===== config.mk =====
export PLATFORM = sky130hd
export DESIGN_NAME = running_median_two_halves
export DESIGN_NICKNAME = d
export VERILOG_FILES = /design/src/sv/rmth_pkg.sv /design/src/sv/rmth_ctrl.sv /design/src/sv/rmth_dp.sv /design/src/sv/running_median_two_halves.sv
export SDC_FILE = /design/constraint.sdc
export NUM_CORES = 2
export LEC_CHECK = 0
export ABC_CLOCK_PERIOD_IN_PS = 14610
export BUFFER_PORTS_ARGS = -buffer_cell sky130_fd_sc_hd__buf_2
export CORE_MARGIN = 2
export CORE_UTILIZATION = 55
export CTS_CLUSTER_SIZE = 10
export DETAILED_ROUTE_END_ITERATION = 16
export GPL_ROUTABILITY_DRIVEN = 1
export HOLD_SLACK_MARGIN = 0.02
export PLACE_DENSITY = 0.68
export SLEW_MARGIN = 0
export SYNTH_ARGS = -nofsm -noshare
export SYNTH_HDL_FRONTEND = slang
export SYNTH_SLANG_ARGS = --single-unit

===== constraint.sdc =====
create_clock -name aclk -period 14.61 [get_ports aclk]
set_input_delay 0.7305 -clock aclk [delete_from_list [all_inputs] [get_ports aclk]]
set_output_delay 0.7305 -clock aclk [all_outputs]
set_load 0.01 [all_outputs]

===== src/sv/rmth_pkg.sv =====
// Shared types and constants of the running median block.
package rmth_pkg;

    localparam int HALF_DEPTH_DEF  = 64;
    localparam int SAMPLE_BITS_DEF = 16;

    // Half select: lower half is kept ascending, upper half descending,
    // so the extreme of each half sits at its last valid entry.
    localparam logic HALF_LOWER = 1'b0;
    localparam logic HALF_UPPER = 1'b1;

    typedef enum logic [2:0] {
        S_IDLE,
        S_DECIDE,
        S_INS_RD,
        S_INS_CMP,
        S_PUBLISH
    } state_t;

    typedef struct packed {
        logic load;
        logic decide;
        logic ins_rd;
        logic ins_cmp;
        logic publish;
    } cmd_t;

    typedef struct packed {
        logic full;
        logic fin;
        logic need2;
    } status_t;

endpackage


===== src/sv/rmth_ctrl.sv =====
// Sequencer of the running median block: request handshake and insert steps.
module rmth_ctrl (
    input  logic             aclk,
    input  logic             aresetn,
    input  logic             s_tvalid,
    output logic             s_tready,
    output logic             m_tvalid,
    input  logic             m_tready,
    output rmth_pkg::cmd_t   cmd,
    input  rmth_pkg::status_t st
);

    rmth_pkg::state_t state_reg, state_next;
    logic m_valid_reg, m_valid_next;

    always_comb begin
        state_next = state_reg;
        case (state_reg)
            rmth_pkg::S_IDLE: begin
                if (s_tvalid && s_tready) state_next = rmth_pkg::S_DECIDE;
            end
            rmth_pkg::S_DECIDE: begin
                state_next = st.full ? rmth_pkg::S_PUBLISH : rmth_pkg::S_INS_RD;
            end
            rmth_pkg::S_INS_RD: begin
                if (st.fin) begin
                    state_next = st.need2 ? rmth_pkg::S_INS_RD : rmth_pkg::S_PUBLISH;
                end else begin
                    state_next = rmth_pkg::S_INS_CMP;
                end
            end
            rmth_pkg::S_INS_CMP: begin
                if (st.fin) begin
                    state_next = st.need2 ? rmth_pkg::S_INS_RD : rmth_pkg::S_PUBLISH;
                end else begin
                    state_next = rmth_pkg::S_INS_RD;
                end
            end
            rmth_pkg::S_PUBLISH: state_next = rmth_pkg::S_IDLE;
            default:             state_next = rmth_pkg::S_IDLE;
        endcase
    end

    always_comb begin
        s_tready    = (state_reg == rmth_pkg::S_IDLE) && (!m_valid_reg || m_tready);
        cmd.load    = s_tvalid && s_tready;
        cmd.decide  = (state_reg == rmth_pkg::S_DECIDE);
        cmd.ins_rd  = (state_reg == rmth_pkg::S_INS_RD);
        cmd.ins_cmp = (state_reg == rmth_pkg::S_INS_CMP);
        cmd.publish = (state_reg == rmth_pkg::S_PUBLISH);
        m_valid_next = cmd.publish ? 1'b1 : (m_tready ? 1'b0 : m_valid_reg);
    end

    always_ff @(posedge aclk) begin
        if (!aresetn) begin
            state_reg   <= rmth_pkg::S_IDLE;
            m_valid_reg <= 1'b0;
        end else begin
            state_reg   <= state_next;
            m_valid_reg <= m_valid_next;
        end
    end

    assign m_tvalid = m_valid_reg;

    // output slot is free whenever an item is in flight
    a_busy_no_result: assert property (@(posedge aclk) disable iff (!aresetn)
        (state_reg != rmth_pkg::S_IDLE) |-> !m_valid_reg)
        else $error("result pending while item in flight");

    // one result per accepted request
    a_publish_follows: assert property (@(posedge aclk) disable iff (!aresetn)
        cmd.publish |=> (m_valid_reg && state_reg == rmth_pkg::S_IDLE))
        else $error("publish did not raise result");

endmodule


===== src/sv/rmth_dp.sv =====
// Datapath of the running median block: two sorted half memories and insert engine.
module rmth_dp #(
    parameter int HALF_DEPTH  = rmth_pkg::HALF_DEPTH_DEF,
    parameter int SAMPLE_BITS = rmth_pkg::SAMPLE_BITS_DEF
) (
    input  logic                          aclk,
    input  logic                          aresetn,
    input  rmth_pkg::cmd_t                cmd,
    output rmth_pkg::status_t             st,
    input  logic signed [SAMPLE_BITS-1:0] sample,
    input  logic                          restart,
    output logic signed [SAMPLE_BITS-1:0] median,
    output logic                          dropped
);

    localparam int CW = $clog2(HALF_DEPTH + 1);
    localparam int AW = (HALF_DEPTH > 1) ? $clog2(HALF_DEPTH) : 1;

    logic signed [SAMPLE_BITS-1:0] lo_mem [HALF_DEPTH];
    logic signed [SAMPLE_BITS-1:0] up_mem [HALF_DEPTH];

    logic signed [SAMPLE_BITS-1:0] samp_reg, lo_top_reg, up_top_reg, op_val_reg, val2_reg;
    logic signed [SAMPLE_BITS-1:0] med_reg, lo_rd_reg, up_rd_reg;
    logic                          rst_reg, drop_reg, op_half_reg, half2_reg;
    logic                          first_reg, need2_reg;
    logic [CW-1:0]                 lc_reg, uc_reg;
    logic [AW-1:0]                 idx_reg;

    logic [CW-1:0]                 lce, uce, lcm1, ucm1;
    logic                          full, shift, idx_zero, fin, wr_en;
    logic signed [SAMPLE_BITS-1:0] rd_data, wr_data;
    logic [AW-1:0]                 rd_addr;

    always_comb begin
        lce      = rst_reg ? '0 : lc_reg;
        uce      = rst_reg ? '0 : uc_reg;
        lcm1     = lce - 1'b1;
        ucm1     = uce - 1'b1;
        full     = (lce == CW'(HALF_DEPTH)) && (uce == CW'(HALF_DEPTH));
        rd_data  = op_half_reg ? up_rd_reg : lo_rd_reg;
        shift    = op_half_reg ? (rd_data < op_val_reg) : (rd_data > op_val_reg);
        idx_zero = (idx_reg == '0);
        fin      = (cmd.ins_rd && idx_zero) || (cmd.ins_cmp && !shift);
        wr_en    = (cmd.ins_rd && idx_zero) || cmd.ins_cmp;
        wr_data  = (cmd.ins_cmp && shift) ? rd_data : op_val_reg;
        rd_addr  = idx_reg - 1'b1;
        st.full  = full;
        st.fin   = fin;
        st.need2 = need2_reg;
    end

    always_ff @(posedge aclk) begin
        if (!aresetn) begin
            lc_reg    <= '0;
            uc_reg    <= '0;
            need2_reg <= 1'b0;
            first_reg <= 1'b0;
            rst_reg   <= 1'b0;
        end else begin
            if (cmd.load) begin
                samp_reg <= sample;
                rst_reg  <= restart;
            end
            if (cmd.decide) begin
                drop_reg <= full;
                if (full) begin
                    need2_reg <= 1'b0;
                end else begin
                    first_reg  <= 1'b1;
                    op_val_reg <= samp_reg;
                    if (lce > uce && samp_reg < lo_top_reg) begin
                        // sample replaces lower max, old max moves up
                        lc_reg      <= lcm1;
                        uc_reg      <= uce;
                        op_half_reg <= rmth_pkg::HALF_LOWER;
                        idx_reg     <= lcm1[AW-1:0];
                        need2_reg   <= 1'b1;
                        val2_reg    <= lo_top_reg;
                        half2_reg   <= rmth_pkg::HALF_UPPER;
                    end else if (lce > uce) begin
                        lc_reg      <= lce;
                        uc_reg      <= uce;
                        op_half_reg <= rmth_pkg::HALF_UPPER;
                        idx_reg     <= uce[AW-1:0];
                        need2_reg   <= 1'b0;
                    end else if (uce != '0 && samp_reg > up_top_reg) begin
                        // sample replaces upper min, old min moves down
                        lc_reg      <= lce;
                        uc_reg      <= ucm1;
                        op_half_reg <= rmth_pkg::HALF_UPPER;
                        idx_reg     <= ucm1[AW-1:0];
                        need2_reg   <= 1'b1;
                        val2_reg    <= up_top_reg;
                        half2_reg   <= rmth_pkg::HALF_LOWER;
                    end else begin
                        lc_reg      <= lce;
                        uc_reg      <= uce;
                        op_half_reg <= rmth_pkg::HALF_LOWER;
                        idx_reg     <= lce[AW-1:0];
                        need2_reg   <= 1'b0;
                    end
                end
            end else begin
                // first step of an insert settles the new extreme
                if (first_reg && wr_en) begin
                    if (op_half_reg == rmth_pkg::HALF_LOWER) begin
                        lo_top_reg <= wr_data;
                    end else begin
                        up_top_reg <= wr_data;
                    end
                end
                if (fin && need2_reg) begin
                    first_reg <= 1'b1;
                end else if (wr_en) begin
                    first_reg <= 1'b0;
                end
                if (fin) begin
                    if (op_half_reg == rmth_pkg::HALF_LOWER) lc_reg <= lc_reg + 1'b1;
                    else                                     uc_reg <= uc_reg + 1'b1;
                    if (need2_reg) begin
                        need2_reg   <= 1'b0;
                        op_half_reg <= half2_reg;
                        op_val_reg  <= val2_reg;
                        idx_reg     <= (half2_reg == rmth_pkg::HALF_UPPER) ?
                                       uc_reg[AW-1:0] : lc_reg[AW-1:0];
                    end
                end else if (cmd.ins_cmp && shift) begin
                    idx_reg <= idx_reg - 1'b1;
                end
            end
            if (cmd.publish) med_reg <= lo_top_reg;
        end
    end

    always_ff @(posedge aclk) begin
        if (wr_en && op_half_reg == rmth_pkg::HALF_LOWER) lo_mem[idx_reg] <= wr_data;
        lo_rd_reg <= lo_mem[rd_addr];
    end

    always_ff @(posedge aclk) begin
        if (wr_en && op_half_reg == rmth_pkg::HALF_UPPER) up_mem[idx_reg] <= wr_data;
        up_rd_reg <= up_mem[rd_addr];
    end

    assign median  = med_reg;
    assign dropped = drop_reg;

    // halves stay balanced: lower holds as many or one more
    a_balance: assert property (@(posedge aclk) disable iff (!aresetn)
        ({1'b0, uc_reg} <= {1'b0, lc_reg}) && ({1'b0, lc_reg} <= {1'b0, uc_reg} + 1'b1))
        else $error("halves out of balance");

    a_bound: assert property (@(posedge aclk) disable iff (!aresetn)
        lc_reg <= CW'(HALF_DEPTH))
        else $error("lower count over depth");

endmodule


===== src/sv/running_median_two_halves.sv =====
// Running median top level: stream ports around sequencer and datapath.
// Sequence: decide, then the insert walks down the half, a read and a compare per entry
//   shifted, ending at a read when the walk reaches entry 0; a sample crossing halves
//   adds a second insert. A dropped request goes from decide straight to publish.
// Throughput: one item at a time; the next request can be taken in the cycle the
//   result shows, if m_tready is high.
// Reset: aresetn synchronous active low; both halves read as empty, no clearing pass.
module running_median_two_halves #(
    parameter int HALF_DEPTH  = rmth_pkg::HALF_DEPTH_DEF,
    parameter int SAMPLE_BITS = rmth_pkg::SAMPLE_BITS_DEF,
    // tdata rounded up to whole bytes
    localparam int TDW = ((SAMPLE_BITS + 7) / 8) * 8
) (
    input  logic                  aclk,
    input  logic                  aresetn,
    input  logic                  s_tvalid,
    output logic                  s_tready,
    input  logic [TDW-1:0]        s_tdata,   // [SAMPLE_BITS-1:0] sample
    input  logic                  s_tuser,   // restart
    output logic                  m_tvalid,
    input  logic                  m_tready,
    output logic [TDW-1:0]        m_tdata,   // [SAMPLE_BITS-1:0] median
    output logic                  m_tuser    // dropped
);

    rmth_pkg::cmd_t    cmd;
    rmth_pkg::status_t st;
    logic signed [SAMPLE_BITS-1:0] median;

    // request handshake and step sequencing
    rmth_ctrl u_ctrl (
        .aclk     (aclk),
        .aresetn  (aresetn),
        .s_tvalid (s_tvalid),
        .s_tready (s_tready),
        .m_tvalid (m_tvalid),
        .m_tready (m_tready),
        .cmd      (cmd),
        .st       (st)
    );

    // sorted halves; median is the max of the lower half
    rmth_dp #(
        .HALF_DEPTH  (HALF_DEPTH),
        .SAMPLE_BITS (SAMPLE_BITS)
    ) u_dp (
        .aclk    (aclk),
        .aresetn (aresetn),
        .cmd     (cmd),
        .st      (st),
        .sample  (s_tdata[SAMPLE_BITS-1:0]),
        .restart (s_tuser),
        .median  (median),
        .dropped (m_tuser)
    );

    // zero-fill pad bits above the median
    assign m_tdata = TDW'(unsigned'(median));

endmodule

Yosys cells after proc, flatten, opt, wreduce, memory -nomap -nowiden
Memories as Yosys holds them, arrays and structs flattened. A register that Yosys moved wholly into a read port is not among the register bits.
Index checks and enable logic that the tools add are counted.
{"block": "totals", "ram_bits": 2048, "word_cells": 144, "memories": 2, "input_bits": 21, "ff_bits": 126}
{"memory": "u_dp.lo_mem", "words": 64, "width": 16, "rd": 1, "rd_ports_with_merged_regs": 1, "write_ports": 1, "line": "rmth_dp.sv:19", "text": "logic signed [SAMPLE_BITS-1:0] lo_mem [HALF_DEPTH];"}
{"memory": "u_dp.up_mem", "words": 64, "width": 16, "rd": 1, "rd_ports_with_merged_regs": 1, "write_ports": 1, "line": "rmth_dp.sv:20", "text": "logic signed [SAMPLE_BITS-1:0] up_mem [HALF_DEPTH];"}
{"block": "op_classes", "magnitude_cmp": 5, "eq_ne": 11, "n_mux": 63, "addsub": 5, "n_bitwise": 3, "reduce_logical": 38}
{"op": "16-bit 2-to-1 mux", "n": 9}
{"op": "7-bit 2-to-1 mux", "n": 14}
{"op": "6-bit 2-to-1 mux", "n": 9}
{"op": "16-bit > comparator", "n": 2}
{"op": "16-bit less-than comparator", "n": 2}
{"op": "1-bit 2-to-1 mux", "n": 25}
{"op": "4-bit AND reduction", "n": 4}
{"op": "3-bit 2-to-1 mux", "n": 5}
{"op": "7-bit by 1-bit adder with 7-bit output, second input constant", "n": 2}
{"op": "7-bit == test, second input constant", "n": 2}
{"op": "7-bit by 1-bit subtractor with 7-bit output, second input constant", "n": 2}
{"op": "1-bit logical AND", "n": 12}
{"op": "3-bit one-hot mux with 4 select lines", "n": 1}
{"op": "2-bit nonzero test", "n": 5}
{"op": "2-bit != test, second input constant", "n": 4}
{"op": "2-bit AND reduction", "n": 4}
{"op": "7-bit > comparator", "n": 1}
{"op": "7-bit nonzero test", "n": 1}
{"op": "3-bit by 2-bit == test with 1-bit output, second input constant", "n": 2}
{"op": "6-bit logical NOT", "n": 1}
{"op": "3-bit AND reduction", "n": 2}
{"op": "3-bit nonzero test", "n": 2}
{"op": "6-bit by 1-bit subtractor with 6-bit output, second input constant", "n": 1}
{"op": "5-bit AND reduction", "n": 1}
{"op": "other kinds (7)", "n": 12}

Depth between registers and ports, before layout
{"block": "logic_depth", "word_depth": 9, "depth_mapped": 13}

Modules after synthesis
A second synthesis with hierarchy kept.
{"block": "hier_totals", "hier_cells": 3797, "area_unflattened_um2": 86354.1}
{"module": "rmth_dp", "area_per_inst_um2": 86118.8, "cells_each": 3772, "instances": 1, "seq_area_each_um2": 65632.9}
{"module": "rmth_ctrl", "area_per_inst_um2": 235.2, "cells_each": 25, "instances": 1, "seq_area_each_um2": 80.1}

Least setup slack after synthesis
No wires, ideal clock.
{"block": "synth_timing", "kind": "register -> register", "from": "reg u_dp.op_half_reg", "to": "mem u_dp.lo_mem[0][15] (netlist name), data pin", "setup_time_ns": 1.213, "slack_ns": 5.024, "required_time_ns": 13.397, "n_path_buf": 3, "path_stages_with_launch": 13, "arrival_ns": 8.373, "path_cell_list": "edfxtp_1 -> clkbuf_1 -> clkbuf_1 -> mux2_2 -> ha_1 -> nand4_1 -> nor4_1 -> a22oi_1 -> mux2_2 -> mux2i_1 -> nor2_1 -> clkbuf_1 -> o21ai_0"}
{"block": "synth_between", "elab_chain_len": 5, "word_cells_on_any_way": 6}
{"element": "start: declaration", "line": "rmth_dp.sv:24", "text": "logic rst_reg, drop_reg, op_half_reg, half2_reg;"}
{"element": "start signal: assignment", "line": "rmth_dp.sv:75", "text": "op_half_reg <= rmth_pkg::HALF_LOWER;"}
{"element": "start signal: assignment", "line": "rmth_dp.sv:83", "text": "op_half_reg <= rmth_pkg::HALF_UPPER;"}
{"element": "start signal: assignment", "line": "rmth_dp.sv:90", "text": "op_half_reg <= rmth_pkg::HALF_UPPER;"}
{"element": "16-bit 2-to-1 mux", "line": "rmth_dp.sv:40", "text": "rd_data = op_half_reg ? up_rd_reg : lo_rd_reg;"}
{"element": "16-bit > comparator / 16-bit less-than comparator (equally long branches)", "line": "rmth_dp.sv:41", "text": "shift = op_half_reg ? (rd_data < op_val_reg) : (rd_data > op_val_reg);"}
{"element": "1-bit 2-to-1 mux", "line": "rmth_dp.sv:41"}
{"element": "1-bit logical AND", "line": "rmth_dp.sv:45", "text": "wr_data = (cmd.ins_cmp && shift) ? rd_data : op_val_reg;"}
{"element": "16-bit 2-to-1 mux (*)", "line": "rmth_dp.sv:45"}
{"element": "net u_dp.wr_data[15]", "line": "rmth_dp.sv:31", "text": "logic signed [SAMPLE_BITS-1:0] rd_data, wr_data;"}
{"element": "end: declaration", "line": "rmth_dp.sv:19"}
The timed path passes the listed nets; every way through them passes the cells marked *.

Final worst setup path
{"block": "layout_timing", "from": "reg u_dp.idx_reg[0]", "to": "reg u_dp.up_rd_reg[0] (read register of u_dp.up_mem)"}
{"block": "layout_between", "elab_chain_len": 1}
{"element": "start: declaration", "line": "rmth_dp.sv:27", "text": "logic [AW-1:0] idx_reg;"}
{"element": "start signal: assignment", "line": "rmth_dp.sv:76", "text": "idx_reg <= lcm1[AW-1:0];"}
{"element": "start signal: assignment", "line": "rmth_dp.sv:84", "text": "idx_reg <= uce[AW-1:0];"}
{"element": "start signal: assignment", "line": "rmth_dp.sv:91", "text": "idx_reg <= ucm1[AW-1:0];"}
{"element": "6-bit by 1-bit subtractor with 6-bit output", "line": "rmth_dp.sv:46", "text": "rd_addr = idx_reg - 1'b1;"}
{"element": "end: declaration", "line": "rmth_dp.sv:23", "text": "logic signed [SAMPLE_BITS-1:0] med_reg, lo_rd_reg, up_rd_reg;"}
No other way between the ends.
A chain may end at the register's enable or synchronous reset.

==> impl_metrics.py <==
metrics = {
    "status": {
        "status": "finished with violations",
        "violations": "capacitance limit",
    },
    "yosys": {
        "ys_warn_count": 0,
        "yosysTopAreaCellShare": 0.750,
        "synth_ff_type": "edfxtp_1",
        "synth_area_leaders": "edfxtp_1 75%, mux4_2 18%, dfxtp_1 1.2%, ha_1 0.87%, nor2_1 0.78%",
        "postSynthRegisterBits": 2206,
        "syn_inst": 3853,
        "syn_nets": 3934,
        "synth_cell_types": 61,
        "synth_edf_count": 2153,
        "ys_seq_area_frac": 0.762,
        "synth.cell_area_um2": 86200,
        "avgSynthCellArea_um2": 22.4,
        "synthArstFlopShare": 0,
        "synth_largest_area_cell": "edfxtp_1",
    },
    "clock_network": {
        "clockBufferDepth": 3,
        "clk_latency_ns": 0.86,
        "cts_setup_buffers": 0,
        "htreeDepth": 4,
        "cts_sinks": 2206,
        "path_clk_slew_ns": 0.06,
        "ctsResizeCount": 0,
        "cts_buffers": 241,
        "ctsRootBufferMaster": "clkbuf_16",
        "cts_tree": "built",
    },
    "timing": {
        "rsz0062_at_grt": "false",
        "maxSlewViolCount": 0,
        "min_period_over_period": 0.409,
        "fin_skew_ns": 0.0667,
        "final.min_clock_period_ns": 5.97,
        "tightest_slew_ns": 1.47,
        "setup_violations": 0,
        "fin_tns_setup_ns": 0,
        "max_slew_margin": 0.0113,
        "max_freq_ghz": 0.167,
        "hold_viol_final": 0,
    },
    "global_route": {
        "antenna_found_initial": 10,
        "grt_max_degree": 120,
        "grt_remaining_overflow": 0,
        "grt_pass1_vias": 40488,
        "grt_usage": 0.261,
        "grt_pass1_wl_mm": 294,
    },
    "route": {
        "routed_via_density": 6.54,
        "num_vias": 41321,
        "drtIter0Drc": 5956,
        "ant_nets": 0,
        "routed_wirelength_mm": 205,
        "dr.pass1.iters": 6,
        "wl_per_cell_um": 32.5,
        "drc": 0,
    },
    "floorplanning": {
        "io_pins": 40,
        "coreArea_um2": 156000,
        "initial_core_util": 0.553,
        "core.rowCount": 145,
        "die_x_um": 400,
        "die_area_um2": 160000,
        "die_y_um": 400,
    },
    "critical_path": {
        "path_max_fanout": 102,
        "worst_ep_arrival_time_ns": 6.70,
        "worstPathRequired_ns": 15.34,
        "cp-start-kind": "flop",
        "worstSetupEndpointType": "flop",
        "worstSetupPathType": "flop to flop",
    },
    "placed_design": {
        "dpl.hpwl_mm": 115,
        "io_buffers": 39,
        "gpl.final_weighted_congestion": 0.841,
    },
    "pwr": {
        "leakage_nw": 30.6,
        "ir_drop_v": 0.000117,
        "cellPowerDensity_nw_per_um2": 136,
    },
    "layout": {
        "layout-drive-gt1-share": 0.289,
        "top_regs": "u_dp.lo_mem: 1024 flops, u_dp.up_mem: 1024 flops",
        "syn_to_final_growth_pct": 12.3,
        "nNetsFinal": 4225,
        "fillers": 10469,
        "fin_util": 0.620,
    },
    "worst_hold_path": {
        "min_path_type": "input pin to flop",
    },
    "run": {
        "max_cap_viol_count": 1,
    },
}
what timing repair did:
item,in CTS,in global routing
endpoints found under the hold margin,16,0
setup endpoints to repair,0,0
hold buffers,16,0
layout by cell type, fill, tap and decap left out, types with 19 or more instances in the layout:
cell type,netlist,layout
edfxtp_1,2153,2153
mux4_2,672,672
clkbuf_16,0,242
buf_4,0,188
nor2_1,178,162
nand2_1,133,133
clkbuf_1,109,96
inv_1,61,61
ha_1,60,59
dfxtp_1,53,53
buf_2,64,39
a21oi_1,39,38
o21ai_0,52,37
nand3_1,30,30
mux2_2,20,20
nand2b_1,19,19
logic make-up after synthesis:
group	count (synthesis)	synth area share
flops	2206	0.762
mux	708	0.180
simple gates	447	0.0232
buf+inv	261	0.0129
compound gates	160	0.0118
fa+ha+maj	60	0.00871
xor+xnor	11	0.00112
power breakdown:
| part | internal [mW] | total (mW) | switching, mW |
|---|---|---|---|
| combinational | 0.341 | 0.849 | 0.508 |
| clock | 3.01 | 5.31 | 2.30 |
| sequential | 6.97 | 7.01 | 0.0422 |
| total | 10.3 | 13.2 | 2.85 |
routing by layer:
metal,routed length (um),up-vias,part of all wire,track usage
li1,-,16753,-,-
met1,82500,22171,0.40,0.388
met2,99000,2149,0.48,0.403
met3,20000,248,0.098,0.0563
met4,3910,0,0.019,0.0597
met5,0,-,0,0
synthesized netlist by cell type (3+ instances only):
| master | count |
|---|---|
| mux2i_1 | 16 |
| nor2_1 | 178 |
| nor4_1 | 12 |
| mux2_2 | 20 |
| a21o_1 | 3 |
| buf_2 | 64 |
| nand3b_1 | 5 |
| and2_1 | 3 |
| nand4_1 | 13 |
| buf_6 | 7 |
| a31oi_1 | 7 |
| a21oi_1 | 39 |
| o22ai_1 | 5 |
| o21a_1 | 3 |
| mux4_2 | 672 |
| nand3_1 | 30 |
| or2_2 | 4 |
| edfxtp_1 | 2153 |
| xnor2_1 | 10 |
| o2111ai_1 | 3 |
| nor3b_1 | 5 |
| nand2_1 | 133 |
| inv_1 | 61 |
| and3_1 | 6 |
| o32ai_1 | 3 |
| a211oi_1 | 9 |
| o21ai_0 | 52 |
| o221ai_1 | 3 |
| o211ai_1 | 10 |
| o31ai_1 | 5 |
| or3_1 | 7 |
| nor2b_1 | 10 |
| nor3_1 | 14 |
| buf_1 | 19 |
| nand2b_1 | 19 |
| dfxtp_1 | 53 |
| clkbuf_1 | 109 |
| ha_1 | 60 |
path summary, 6_finish.rpt:
kind	from	end	slack, ns	cells after the start
min reg2reg	u_dp.lo_top_reg[2]	u_dp.median[2]	0.49	0
max reg2reg	u_dp.idx_reg[0]	u_dp.up_rd_reg[0]	8.64	8
max	u_dp.idx_reg[0]	u_dp.up_rd_reg[0]	8.64	8
min	s_tuser	u_dp.rst_reg	0.15	3
per-stage QoR:
| stage | worst slack (ns) | hold slack [ns] | total power [mW] | cells | area [um^2] |
|---|---|---|---|---|---|
| global placement | 8.57 | 0.466 | 7.97 | 5943 | 89900 |
| global route | 8.30 | 0.143 | 13.6 | 6315 | 96800 |
| finish | 8.64 | 0.150 | 13.2 | 6317 | 96800 |
| CTS | 8.50 | 0.102 | 13.3 | 6315 | 96800 |
| floorplan | 5.02 | 0.441 | 7.69 | 3853 | 86200 |
| detailed placement | 8.50 | 0.475 | 7.98 | 5943 | 89900 |
layout make-up:
class | count | area (um^2) | share of cell area
flip-flops and latches | 2206 | 65700 | 0.679
diodes | 2 | 5.00 | 0.0000517
clock inverters | 18 | 328 | 0.00339
multi-input cells | 1386 | 19700 | 0.203
inverters | 62 | 233 | 0.00240
well taps | 2058 | 2570 | 0.0266
repair buffers | 247 | 1850 | 0.0191
clock buffers | 338 | 6420 | 0.0663
worst max-delay path, cell delays in order, from the launching register on:
cell      delay (ns)
edfxtp_1        0.38
buf_12          0.63
inv_1           0.32
ha_4            1.05
buf_4           0.97
buf_4           0.87
mux4_2          0.42
mux4_2          0.60
mux4_2          0.47
No activity file was read; power rests on OpenSTA's default activity.
